$ cat src/ipv4dq_pkg.sv
// Shared types and constants for the dotted-quad IPv4 validator.
// Used by the front classifier, the character queue, the back checker and the top.
package ipv4dq_pkg;

  localparam logic [7:0] SepChar = 8'h2E;
  localparam logic [7:0] DigitLo = 8'h30;
  localparam logic [7:0] DigitHi = 8'h39;

  localparam logic [2:0] PeriodsWanted = 3'd3;
  localparam logic [2:0] MaxFieldLen = 3'd3;
  localparam logic [2:0] SatCount = 3'd4;
  localparam logic [9:0] MaxOctet = 10'd255;
  localparam logic [9:0] MinFirst = 10'd1;

  localparam logic [1:0] StatusValid = 2'd0;
  localparam logic [1:0] StatusPeriods = 2'd1;
  localparam logic [1:0] StatusField = 2'd2;
  localparam logic [1:0] StatusNonDigit = 2'd3;

  localparam int QDepth = 2;
  localparam int QPtrW = $clog2(QDepth);
  localparam int QCntW = $clog2(QDepth + 1);

  typedef enum logic [1:0] {
    ChrPeriod = 2'd0,
    ChrDigit  = 2'd1,
    ChrOther  = 2'd2
  } chr_class_e;

  typedef struct packed {
    chr_class_e kind;
    logic [3:0] digit;
    logic       last;
  } chr_entry_t;

  typedef struct packed {
    logic             empty;
    logic             full;
    logic [QCntW-1:0] count;
  } q_status_t;

endpackage

$ cat src/ipv4dq_front.sv
// Front part: accept characters and classify them for the queue.
// Depends on ipv4dq_pkg for the entry type and character codes.
module ipv4dq_front (
  input  logic                  in_valid_i,
  output logic                  in_ready_o,
  input  logic [7:0]            char_code_i,
  input  logic                  is_last_i,
  input  ipv4dq_pkg::q_status_t q_status_i,
  output logic                  push_o,
  output ipv4dq_pkg::chr_entry_t entry_o
);

  logic [7:0] digit_off;

  assign digit_off  = char_code_i - ipv4dq_pkg::DigitLo;
  assign in_ready_o = !q_status_i.full;
  assign push_o     = in_valid_i && in_ready_o;

  always_comb begin
    entry_o.last  = is_last_i;
    entry_o.digit = digit_off[3:0];
    priority if (char_code_i == ipv4dq_pkg::SepChar) begin
      entry_o.kind = ipv4dq_pkg::ChrPeriod;
    end else if (char_code_i >= ipv4dq_pkg::DigitLo && char_code_i <= ipv4dq_pkg::DigitHi) begin
      entry_o.kind = ipv4dq_pkg::ChrDigit;
    end else begin
      entry_o.kind = ipv4dq_pkg::ChrOther;
    end
  end

endmodule

$ cat src/ipv4dq_queue.sv
// Short queue of classified characters between front and back.
// Depends on ipv4dq_pkg for the entry type and queue depth.
module ipv4dq_queue (
  input  logic                   clk_i,
  input  logic                   rst_ni,
  input  logic                   push_i,
  input  ipv4dq_pkg::chr_entry_t push_entry_i,
  input  logic                   pop_i,
  output ipv4dq_pkg::chr_entry_t head_o,
  output ipv4dq_pkg::q_status_t  status_o
);

  ipv4dq_pkg::chr_entry_t slot_q [ipv4dq_pkg::QDepth];
  logic [ipv4dq_pkg::QPtrW-1:0] wr_ptr_q, wr_ptr_d;
  logic [ipv4dq_pkg::QPtrW-1:0] rd_ptr_q, rd_ptr_d;
  logic [ipv4dq_pkg::QCntW-1:0] count_q, count_d;

  localparam logic [ipv4dq_pkg::QPtrW-1:0] LastPtr = ipv4dq_pkg::QPtrW'(ipv4dq_pkg::QDepth - 1);

  always_comb begin
    wr_ptr_d = wr_ptr_q;
    rd_ptr_d = rd_ptr_q;
    count_d  = count_q;
    if (push_i) begin
      wr_ptr_d = (wr_ptr_q == LastPtr) ? '0 : wr_ptr_q + 1'b1;
    end
    if (pop_i) begin
      rd_ptr_d = (rd_ptr_q == LastPtr) ? '0 : rd_ptr_q + 1'b1;
    end
    unique case ({push_i, pop_i})
      2'b10:   count_d = count_q + 1'b1;
      2'b01:   count_d = count_q - 1'b1;
      default: count_d = count_q;
    endcase
  end

  always_ff @(posedge clk_i or negedge rst_ni) begin
    if (!rst_ni) begin
      wr_ptr_q <= '0;
      rd_ptr_q <= '0;
      count_q  <= '0;
    end else begin
      wr_ptr_q <= wr_ptr_d;
      rd_ptr_q <= rd_ptr_d;
      count_q  <= count_d;
    end
  end

  always_ff @(posedge clk_i) begin
    if (push_i) begin
      slot_q[wr_ptr_q] <= push_entry_i;
    end
  end

  assign head_o         = slot_q[rd_ptr_q];
  assign status_o.count = count_q;
  assign status_o.empty = (count_q == '0);
  assign status_o.full  = (count_q == ipv4dq_pkg::QCntW'(ipv4dq_pkg::QDepth));

endmodule

$ cat src/ipv4dq_back.sv
// Back part: per-field checks on queued characters and the status register.
// Depends on ipv4dq_pkg for the entry type, limits and status codes.
module ipv4dq_back (
  input  logic                   clk_i,
  input  logic                   rst_ni,
  input  ipv4dq_pkg::chr_entry_t head_i,
  input  ipv4dq_pkg::q_status_t  q_status_i,
  output logic                   pop_o,
  output logic                   out_valid_o,
  input  logic                   out_ready_i,
  output logic [1:0]             status_o
);

  logic [2:0] per_q, per_d, per_s;
  logic [2:0] len_q, len_d, len_s;
  logic [9:0] val_q, val_d, val_s;
  logic       len_err_q, len_err_d, len_err_s, len_err_f;
  logic       nd_err_q, nd_err_d, nd_err_s;
  logic       rng_err_q, rng_err_d, rng_err_s, rng_err_f;
  logic       out_valid_q, out_valid_d;
  logic [1:0] status_q, status_d;
  logic [9:0] val_next;

  assign pop_o    = !q_status_i.empty && (!out_valid_q || out_ready_i);
  assign val_next = 10'(val_q * 10'd10) + {6'b0, head_i.digit};

  always_comb begin
    // Step one: apply the character.
    per_s     = per_q;
    len_s     = len_q;
    val_s     = val_q;
    len_err_s = len_err_q;
    nd_err_s  = nd_err_q;
    rng_err_s = rng_err_q;
    unique case (head_i.kind)
      ipv4dq_pkg::ChrPeriod: begin
        if (len_q == 3'd0 || len_q > ipv4dq_pkg::MaxFieldLen) len_err_s = 1'b1;
        if (val_q > ipv4dq_pkg::MaxOctet) rng_err_s = 1'b1;
        if (per_q == 3'd0 && val_q < ipv4dq_pkg::MinFirst) rng_err_s = 1'b1;
        len_s = '0;
        val_s = '0;
        if (per_q < ipv4dq_pkg::SatCount) per_s = per_q + 3'd1;
      end
      ipv4dq_pkg::ChrDigit: begin
        if (len_q < ipv4dq_pkg::MaxFieldLen) val_s = val_next;
        if (len_q < ipv4dq_pkg::SatCount) len_s = len_q + 3'd1;
      end
      default: begin
        nd_err_s = 1'b1;
        if (len_q < ipv4dq_pkg::SatCount) len_s = len_q + 3'd1;
      end
    endcase

    // Step two: close the final field at the end of the string.
    len_err_f = len_err_s || len_s == 3'd0 || len_s > ipv4dq_pkg::MaxFieldLen;
    rng_err_f = rng_err_s || val_s > ipv4dq_pkg::MaxOctet ||
                (per_s == 3'd0 && val_s < ipv4dq_pkg::MinFirst);

    priority if (per_s != ipv4dq_pkg::PeriodsWanted) begin
      status_d = ipv4dq_pkg::StatusPeriods;
    end else if (len_err_f) begin
      status_d = ipv4dq_pkg::StatusField;
    end else if (nd_err_s) begin
      status_d = ipv4dq_pkg::StatusNonDigit;
    end else if (rng_err_f) begin
      status_d = ipv4dq_pkg::StatusField;
    end else begin
      status_d = ipv4dq_pkg::StatusValid;
    end

    per_d       = per_q;
    len_d       = len_q;
    val_d       = val_q;
    len_err_d   = len_err_q;
    nd_err_d    = nd_err_q;
    rng_err_d   = rng_err_q;
    out_valid_d = out_valid_q && !out_ready_i;
    if (pop_o) begin
      if (head_i.last) begin
        per_d       = '0;
        len_d       = '0;
        val_d       = '0;
        len_err_d   = 1'b0;
        nd_err_d    = 1'b0;
        rng_err_d   = 1'b0;
        out_valid_d = 1'b1;
      end else begin
        per_d     = per_s;
        len_d     = len_s;
        val_d     = val_s;
        len_err_d = len_err_s;
        nd_err_d  = nd_err_s;
        rng_err_d = rng_err_s;
      end
    end
  end

  always_ff @(posedge clk_i or negedge rst_ni) begin
    if (!rst_ni) begin
      per_q       <= '0;
      len_q       <= '0;
      val_q       <= '0;
      len_err_q   <= 1'b0;
      nd_err_q    <= 1'b0;
      rng_err_q   <= 1'b0;
      out_valid_q <= 1'b0;
    end else begin
      per_q       <= per_d;
      len_q       <= len_d;
      val_q       <= val_d;
      len_err_q   <= len_err_d;
      nd_err_q    <= nd_err_d;
      rng_err_q   <= rng_err_d;
      out_valid_q <= out_valid_d;
    end
  end

  always_ff @(posedge clk_i) begin
    if (pop_o && head_i.last) begin
      status_q <= status_d;
    end
  end

  assign out_valid_o = out_valid_q;
  assign status_o    = status_q;

endmodule

$ cat src/ipv4_dotted_quad_validator_top.sv
// Top level of the dotted-quad IPv4 validator: front, queue and back wired together.
// Depends on ipv4dq_pkg, ipv4dq_front, ipv4dq_queue and ipv4dq_back.
//
// The block checks one dotted-quad address string, sent one character per request
// with is_last_i set on the final character (no trailing newline). After the final
// character it returns one status request: 0 valid, 1 not exactly three periods,
// 2 a field that is empty, longer than three characters or out of range (first field
// 1..255, others 0..255), 3 a character that is neither a digit nor a period; the
// checks rank in that order, with field length above non-digit above range. It takes
// one character every cycle while the queue has room: the front classifies a character
// and writes it to a two-entry queue, and the back applies one queued character per
// cycle to the field counters unless a finished status waits. The status is registered
// when the back pops the final character and is held in the output register; while it
// waits, characters of the next string keep flowing until the queue fills.
module ipv4_dotted_quad_validator_top (
  input  logic       clk_i,
  input  logic       rst_ni,
  input  logic       in_valid_i,
  output logic       in_ready_o,
  input  logic [7:0] char_code_i,
  input  logic       is_last_i,
  output logic       out_valid_o,
  input  logic       out_ready_i,
  output logic [1:0] status_o
);

  ipv4dq_pkg::q_status_t  q_status;
  ipv4dq_pkg::chr_entry_t push_entry;
  ipv4dq_pkg::chr_entry_t head;
  logic                   push;
  logic                   pop;

  // Classify the incoming character; hold off while the queue is full.
  ipv4dq_front u_front (
    .in_valid_i  (in_valid_i),
    .in_ready_o  (in_ready_o),
    .char_code_i (char_code_i),
    .is_last_i   (is_last_i),
    .q_status_i  (q_status),
    .push_o      (push),
    .entry_o     (push_entry)
  );

  // Decouple the two sides so either can stall on its own.
  ipv4dq_queue u_queue (
    .clk_i        (clk_i),
    .rst_ni       (rst_ni),
    .push_i       (push),
    .push_entry_i (push_entry),
    .pop_i        (pop),
    .head_o       (head),
    .status_o     (q_status)
  );

  // Advance the field checks and emit the status at the end of a string.
  ipv4dq_back u_back (
    .clk_i       (clk_i),
    .rst_ni      (rst_ni),
    .head_i      (head),
    .q_status_i  (q_status),
    .pop_o       (pop),
    .out_valid_o (out_valid_o),
    .out_ready_i (out_ready_i),
    .status_o    (status_o)
  );

`ifndef SYNTHESIS
  a_no_pop_empty : assert property (@(posedge clk_i) disable iff (!rst_ni)
    !(pop && q_status.empty))
    else $error("queue read while empty");

  a_no_push_full : assert property (@(posedge clk_i) disable iff (!rst_ni)
    !(push && q_status.full))
    else $error("queue written while full");

  a_ready_means_room : assert property (@(posedge clk_i) disable iff (!rst_ni)
    !in_ready_o |-> q_status.count == ipv4dq_pkg::QCntW'(ipv4dq_pkg::QDepth))
    else $error("input stalled with room in the queue");

  a_hold_on_stall : assert property (@(posedge clk_i) disable iff (!rst_ni)
    (out_valid_o && !out_ready_i) |-> !pop)
    else $error("back advanced while a status was waiting");
`endif

endmodule
$ cat config.mk
export PLATFORM = sky130hd
export DESIGN_NAME = ipv4_dotted_quad_validator_top
export DESIGN_NICKNAME = d
export VERILOG_FILES = /design/src/ipv4dq_pkg.sv /design/src/ipv4dq_front.sv /design/src/ipv4dq_queue.sv /design/src/ipv4dq_back.sv /design/src/ipv4_dotted_quad_validator_top.sv
export SDC_FILE = /design/constraint.sdc
export NUM_CORES = 1
export LEC_CHECK = 0
export BUFFER_PORTS_ARGS = -buffer_cell sky130_fd_sc_hd__buf_2
export CAP_MARGIN = 20
export CELL_PAD_IN_SITES_DETAIL_PLACEMENT = 0
export CELL_PAD_IN_SITES_GLOBAL_PLACEMENT = 1
export CORE_ASPECT_RATIO = 0.7
export CORE_UTILIZATION = 45
export DETAILED_ROUTE_END_ITERATION = 8
export PLACE_DENSITY_LB_ADDON = 0.25
export SLEW_MARGIN = 10
export SYNTH_ARGS = -nofsm -noshare
export SYNTH_HDL_FRONTEND = slang
export SYNTH_HIERARCHICAL = 1
export SYNTH_SLANG_ARGS = --single-unit
$ cat constraint.sdc
create_clock -name clk_i -period 7.5 [get_ports clk_i]
set_clock_uncertainty 0.15 [all_clocks]
set_input_delay 1.5 -clock clk_i [delete_from_list [all_inputs] [get_ports clk_i]]
set_output_delay 1.5 -clock clk_i [all_outputs]
set_load 0.1 [all_outputs]
Word level (Yosys, flattened, before mapping)
Memories as Yosys holds them, arrays and structs flattened.
Cells that the tools add are included.
{"block": "word_totals", "mem_count": 1, "elab_cells": 93, "mem_bits_rw": 14, "inputBits": 13, "register_bits": 26}
{"block": "op_classes", "mux": 30, "order_cmp": 11, "add_sub_neg": 8, "multipliers": 1, "n_reduce_logical": 25, "eq_ne": 6}
{"memory": "u_queue.slot_q", "words": 2, "word_bits": 7, "rd": 1, "rd_ports_with_merged_regs": 0, "wr": 1, "line": "ipv4dq_queue.sv:13", "source": "ipv4dq_pkg::chr_entry_t slot_q [ipv4dq_pkg::QDepth];"}
{"op": "$gt 10x8->1 const B", "count": 2}
{"op": "$lt 10x1->1 const B", "count": 2}
{"op": "$mux 10", "count": 2}
{"op": "$pmux 10 s2", "count": 1}
{"op": "$mux 3", "count": 6}
{"op": "$mux 1", "count": 15}
{"op": "$logic_not 3->1", "count": 4}
{"op": "$add 10x4->10", "count": 1}
{"op": "$mul 10x3->9 const B", "count": 1}
{"op": "$mux 2", "count": 5}
{"op": "$eq 8x6->1 const B", "count": 1}
{"op": "$ge 8x6->1 const B", "count": 1}
{"op": "$le 8x6->1 const B", "count": 1}
{"op": "$logic_and 1x1->1", "count": 7}
{"op": "$add 3x1->3 const B", "count": 2}
{"op": "$gt 3x2->1 const B", "count": 2}
{"op": "$logic_or 1x1->1", "count": 6}
{"op": "$lt 3x3->1 const B", "count": 2}
{"op": "$eq 2x1->1 const B", "count": 2}
{"op": "$eq 2x2->1 const B", "count": 2}
{"op": "$logic_not 1->1", "count": 4}
{"op": "$logic_not 2->1", "count": 2}
{"op": "$pmux 2 s2", "count": 1}
{"op": "$sub 4x1->4 const B", "count": 1}
{"op": "other kinds (7)", "count": 8}

Longest topological paths before layout
{"block": "depth", "depth_word": 10, "depth_mapped": 10, "ltp_nobuf": 10}

Hierarchy
The synthesis kept the hierarchy.
{"module": "ipv4dq_back", "instances": 1, "seq_area_each_um2": 560.5, "cells_each": 168, "area_per_inst_um2": 1575.3}
{"module": "ipv4dq_queue", "instances": 1, "seq_area_each_um2": 520.5, "cells_each": 38, "area_per_inst_um2": 690.7}
{"module": "ipv4dq_front", "instances": 1, "seq_area_each_um2": 0.0, "cells_each": 13, "area_per_inst_um2": 88.8}

Worst setup path after synthesis
No wires, ideal clock.
{"block": "synth_path", "path_type": "input-to-reg", "from": "input port out_ready_i", "to": "register u_queue/count_q[1] in the netlist's numbering", "setup_slack_ns": 4.542, "n_path_buf": 1, "stages": 7, "arrival_time_ns": 2.729, "path_cell_list": "nand2b_1 -> nand2b_1 -> clkbuf_1 -> inv_2 -> ha_1 -> nor2_1 -> xor2_1"}
{"block": "synth_via", "elab_chain_len": 4}
{"element": "start: declaration", "line": "ipv4_dotted_quad_validator_top.sv:23", "source": "input logic out_ready_i,"}
{"element": "$logic_or 1x1->1 *", "line": "ipv4dq_back.sv:24", "source": "assign pop_o = !q_status_i.empty && (!out_valid_q || out_ready_i);"}
{"element": "$logic_and 1x1->1 *", "line": "ipv4dq_back.sv:24"}
{"element": "via pop", "line": "ipv4_dotted_quad_validator_top.sv:31", "source": "logic pop;"}
{"element": "$eq 2x1->1 or $eq 2x2->1 (tied branches)", "line": "ipv4dq_queue.sv:30", "source": "unique case ({push_i, pop_i})"}
{"element": "$pmux 2 s2 or $reduce_bool 2->1 (tied branches)"}
{"element": "end signal: assignment", "line": "ipv4dq_queue.sv:45", "source": "count_q <= count_d;"}
{"element": "end: declaration", "line": "ipv4dq_queue.sv:16", "source": "logic [ipv4dq_pkg::QCntW-1:0] count_q, count_d;"}
The timed path passes the listed nets; every way through them passes the cells marked *.
A chain may end at the register's enable or synchronous reset.

Worst setup path in the final report
{"block": "layout_path", "from": "register u_back.val_q[1]", "to": "register u_back.status_q[1], in the netlist u_back/status_o[1], data pin"}
{"block": "layout_via", "elab_chain_len": 10}
{"element": "start: declaration", "line": "ipv4dq_back.sv:16", "source": "logic [9:0] val_q, val_d, val_s;"}
{"element": "start signal: assignment", "line": "ipv4dq_back.sv:110", "source": "val_q <= val_d;"}
{"element": "$mul 10x3->9", "line": "ipv4dq_back.sv:25", "source": "assign val_next = 10'(val_q * 10'd10) + {6'b0, head_i.digit};"}
{"element": "$add 10x4->10", "line": "ipv4dq_back.sv:25"}
{"element": "$mux 10", "line": "ipv4dq_back.sv:45", "source": "if (len_q < ipv4dq_pkg::MaxFieldLen) val_s = val_next;"}
{"element": "$pmux 10 s2", "line": "ipv4dq_back.sv:35", "source": "unique case (head_i.kind)"}
{"element": "$gt 10x8->1 or $lt 10x1->1 (tied branches)", "line": "ipv4dq_back.sv:56, ipv4dq_back.sv:57"}
{"element": "$logic_or 1x1->1 or $logic_and 1x1->1 (tied branches)", "line": "ipv4dq_back.sv:56, ipv4dq_back.sv:57"}
{"element": "$logic_or 1x1->1 *", "line": "ipv4dq_back.sv:56", "source": "rng_err_f = rng_err_s || val_s > ipv4dq_pkg::MaxOctet ||"}
{"element": "$mux 2 *", "line": "ipv4dq_back.sv:65", "source": "end else if (rng_err_f) begin"}
{"element": "$mux 2 *", "line": "ipv4dq_back.sv:63", "source": "end else if (nd_err_s) begin"}
{"element": "$mux 2 *", "line": "ipv4dq_back.sv:61", "source": "end else if (len_err_f) begin"}
{"element": "end signal: assignment", "line": "ipv4dq_back.sv:120", "source": "status_q <= status_d;"}
{"element": "end: declaration", "line": "ipv4dq_back.sv:21", "source": "logic [1:0] status_q, status_d;"}
Every way passes the cells marked *; elsewhere a longest branch is shown, timed or not.

==> reports/metrics.yaml <==
p_switching_mw: 0.433
portBuffers: 16
wl_met3_um: 99
grt_max_degree: 25
async_flop_share_pct: 60.0
pwr-share-clk_pct: 16.7
clkTransAtPathRegs_ps: 80
finalPower_mw: 1.02
vias_per_cell: 5.15
finalSetupViolCount: 0
cts.root.buffer_cell: "clkbuf_8"
tns_ps: 0
swShare_pct: 42.6
synth_enable_flop_cells: 16
grt_pass1_vias: 1544
synthDistinctLibCells: 48
yosysWarnings: 6
rows: 21
critical_path_class: "flop to flop"
postCtsSetupRepairBufs: 0
status: "completed"
grt_setup_unrepaired: "no"
hp-class: "flop to flop"
route.met2.wl_um: 1630
final_hold_viol_count: 0
p_leak_nw: 1.14
power.density_nw_per_um2: 394
crit_required_ps: 7390
stdcell_count: 302
syn_area_sq_um: 2350
irDropWorstVdd_mv: 0.163
gp_congestion: 0.755
drt_iter0_markers: 75
post-route-period-util_pct: 41.8
cts_tree: "done"
dpl.cell_count: 294
fp.dieW_um: 88.5
dieArea_sq_um: 5530
final_nets: 266
wl_um: 4180
drt-wirelength-per-cell_um: 13.8
start_util_pct: 47.9
htreeDepth: 2
gr-usage-all-layers_pct: 17.3
finalMaxSlewViolations: 0
postSynthCellCount: 219
core-area_sq_um: 4910
num_vias: 1555
clockBufferDepth: 2
fmax_mhz: 319
antenna_cells: 0
synth-seq-area-share_pct: 45.9
dp_hpwl_um: 3180
ioPinCount: 17
end_kind: "flop"
avgSynthCellArea_sq_um: 10.8
tightest_slew_ps: 729
insertion_delay_ps: 280
ant_nets: 0
cts.hold.buffers_added: 0
yosys_most_used_dff: "dfrtp_1"
highest_layer: "met4"
cap_viol_max_count: 0
seqPwrFrac_pct: 35.2
die_h_um: 62.5
drive_gt1_share_pct: 17.6
cts_resized: 0
overflow: 0
grt_first_pass_wirelength_um: 7290
ys_ff_latch: 40
wl_met1_um: 2430
relSlewSlack_pct: 51.4
antenna_found_initial: 0
cts.sinks: 40
path_max_fanout: 6
drc: 0
syn_nets: 253
p_int_mw: 0.583
syn_to_final_growth_pct: 9.35
power_frac_comb_pct: 48.1
cts_buffers: 5
min_period_ps: 3130
crit_arrival_ps: 3020
startpoint_type: "flop"
drt_pass1_iterations: 4
[stage by stage]
step	util, %	hold slack [ps]	setup slack (ps)	cell area [sq um]
floorplan	-	306	4540	2350
finish	52.4	341	4370	2570
detailed placement	50.1	322	4130	2460
global placement	50.1	323	4140	2460
global route	52.4	370	4180	2570
CTS	52.4	336	4350	2570
[state kept, by name, indices dropped and copies added, names as in the netlist]
register,count
u_back/len_err_q,1
u_back/len_q,3
u_back/nd_err_q,1
u_back/out_valid_o,1
u_back/per_q,3
u_back/rng_err_q,1
u_back/status_o,2
u_back/val_q,10
u_queue/count_q,2
u_queue/rd_ptr_q,1
u_queue/slot_q,14
u_queue/wr_ptr_q,1
[cells by family (layout without fill, tap and decap cells)]
logic type | after synthesis | after routing | share of synthesized area (%)
adder cells (fa/ha/maj) | 21 | 21 | 11.8
AND/OR/NAND/NOR | 67 | 67 | 14.5
buffers and inverters | 18 | 32 | 3.72
multiplexers | 7 | 7 | 3.35
flip-flops | 40 | 40 | 45.9
XOR/XNOR | 16 | 16 | 6.54
AO/OA/AOI/OAI | 50 | 50 | 14.2
[cell type report]
type	count	area, sq um
clock buffer	5	68.8
fill	460	2340
sequential	40	1080
clock inverter	3	42.5
inverter	8	30.0
multi-input combinational	161	1190
tap	69	86.3
timing repair buffer	16	80.1
[power by group through the flow]
| stage | registers (mW) | logic (mW) | clock network [mW] |
|---|---|---|---|
| after detailed placement | 0.361 | 0.490 | 0 |
| after floorplan | 0.377 | 0.376 | 0 |
| after global routing | 0.367 | 0.548 | 0.185 |
| after CTS | 0.357 | 0.493 | 0.174 |
| final | 0.357 | 0.489 | 0.170 |
| after global placement | 0.362 | 0.485 | 0 |
[final timing paths]
check                            startpoint            endpoint  slack [ps]  cells after the start
hold reg to reg            u_queue/wr_ptr_q    u_queue/wr_ptr_q         340                      1
hold / removal             u_queue/wr_ptr_q    u_queue/wr_ptr_q         340                      1
max in group asynchronous            rst_ni     u_back/val_q[1]        5800                      1
min in group asynchronous            rst_ni     u_back/val_q[6]        1040                      1
setup / recovery            u_back/val_q[1]  u_back/status_o[1]        4370                     10
setup reg to reg            u_back/val_q[1]  u_back/status_o[1]        4370                     10
[cell usage in the layout, fill, tap and decap left out, types with 5 or more instances in the layout]
cell,count
nand2_1,17
a21oi_1,8
buf_2,16
nor2_1,25
inv_1,7
dfrtp_1,24
ha_1,19
clkbuf_8,5
o21ai_0,11
xor2_1,8
mux2_2,7
edfxtp_1,16
xnor2_1,7
a22oi_1,9
[metal layers]
layer	vias to the layer above	track usage [%]
met1	720	26.8
met4	0	3.63
met2	21	24.0
met3	2	4.36
met5	-	0
li1	812	-
[worst max-delay path, stage by stage, from the launching register on]
cell and delay, ps:
dfrtp_1 460, ha_1 320, ha_1 230, fa_1 410
a21o_1 210, a21oi_1 160, xnor2_1 190, nand3_2 130
xnor3_1 300, nor2_1 60, o31a_1 270
[synth_stat cells (3+ instances only)]
| master | instances | area (sq um) |
|---|---|---|
| nand2_1 | 17 | 63.8 |
| mux2_2 | 7 | 78.8 |
| o21ai_0 | 11 | 55.1 |
| a21oi_1 | 8 | 40.0 |
| ha_1 | 19 | 238 |
| nand2b_1 | 3 | 18.8 |
| xor2_1 | 8 | 70.1 |
| a21o_1 | 4 | 30.0 |
| clkbuf_1 | 4 | 15.0 |
| nor2_1 | 25 | 93.8 |
| o21ai_1 | 3 | 15.0 |
| edfxtp_1 | 16 | 480 |
| a31oi_1 | 3 | 18.8 |
| inv_1 | 7 | 26.3 |
| a22oi_1 | 9 | 67.6 |
| buf_4 | 5 | 37.5 |
| dfrtp_1 | 24 | 601 |
| xnor2_1 | 7 | 61.3 |
Power figures use the tool's default switching activity.
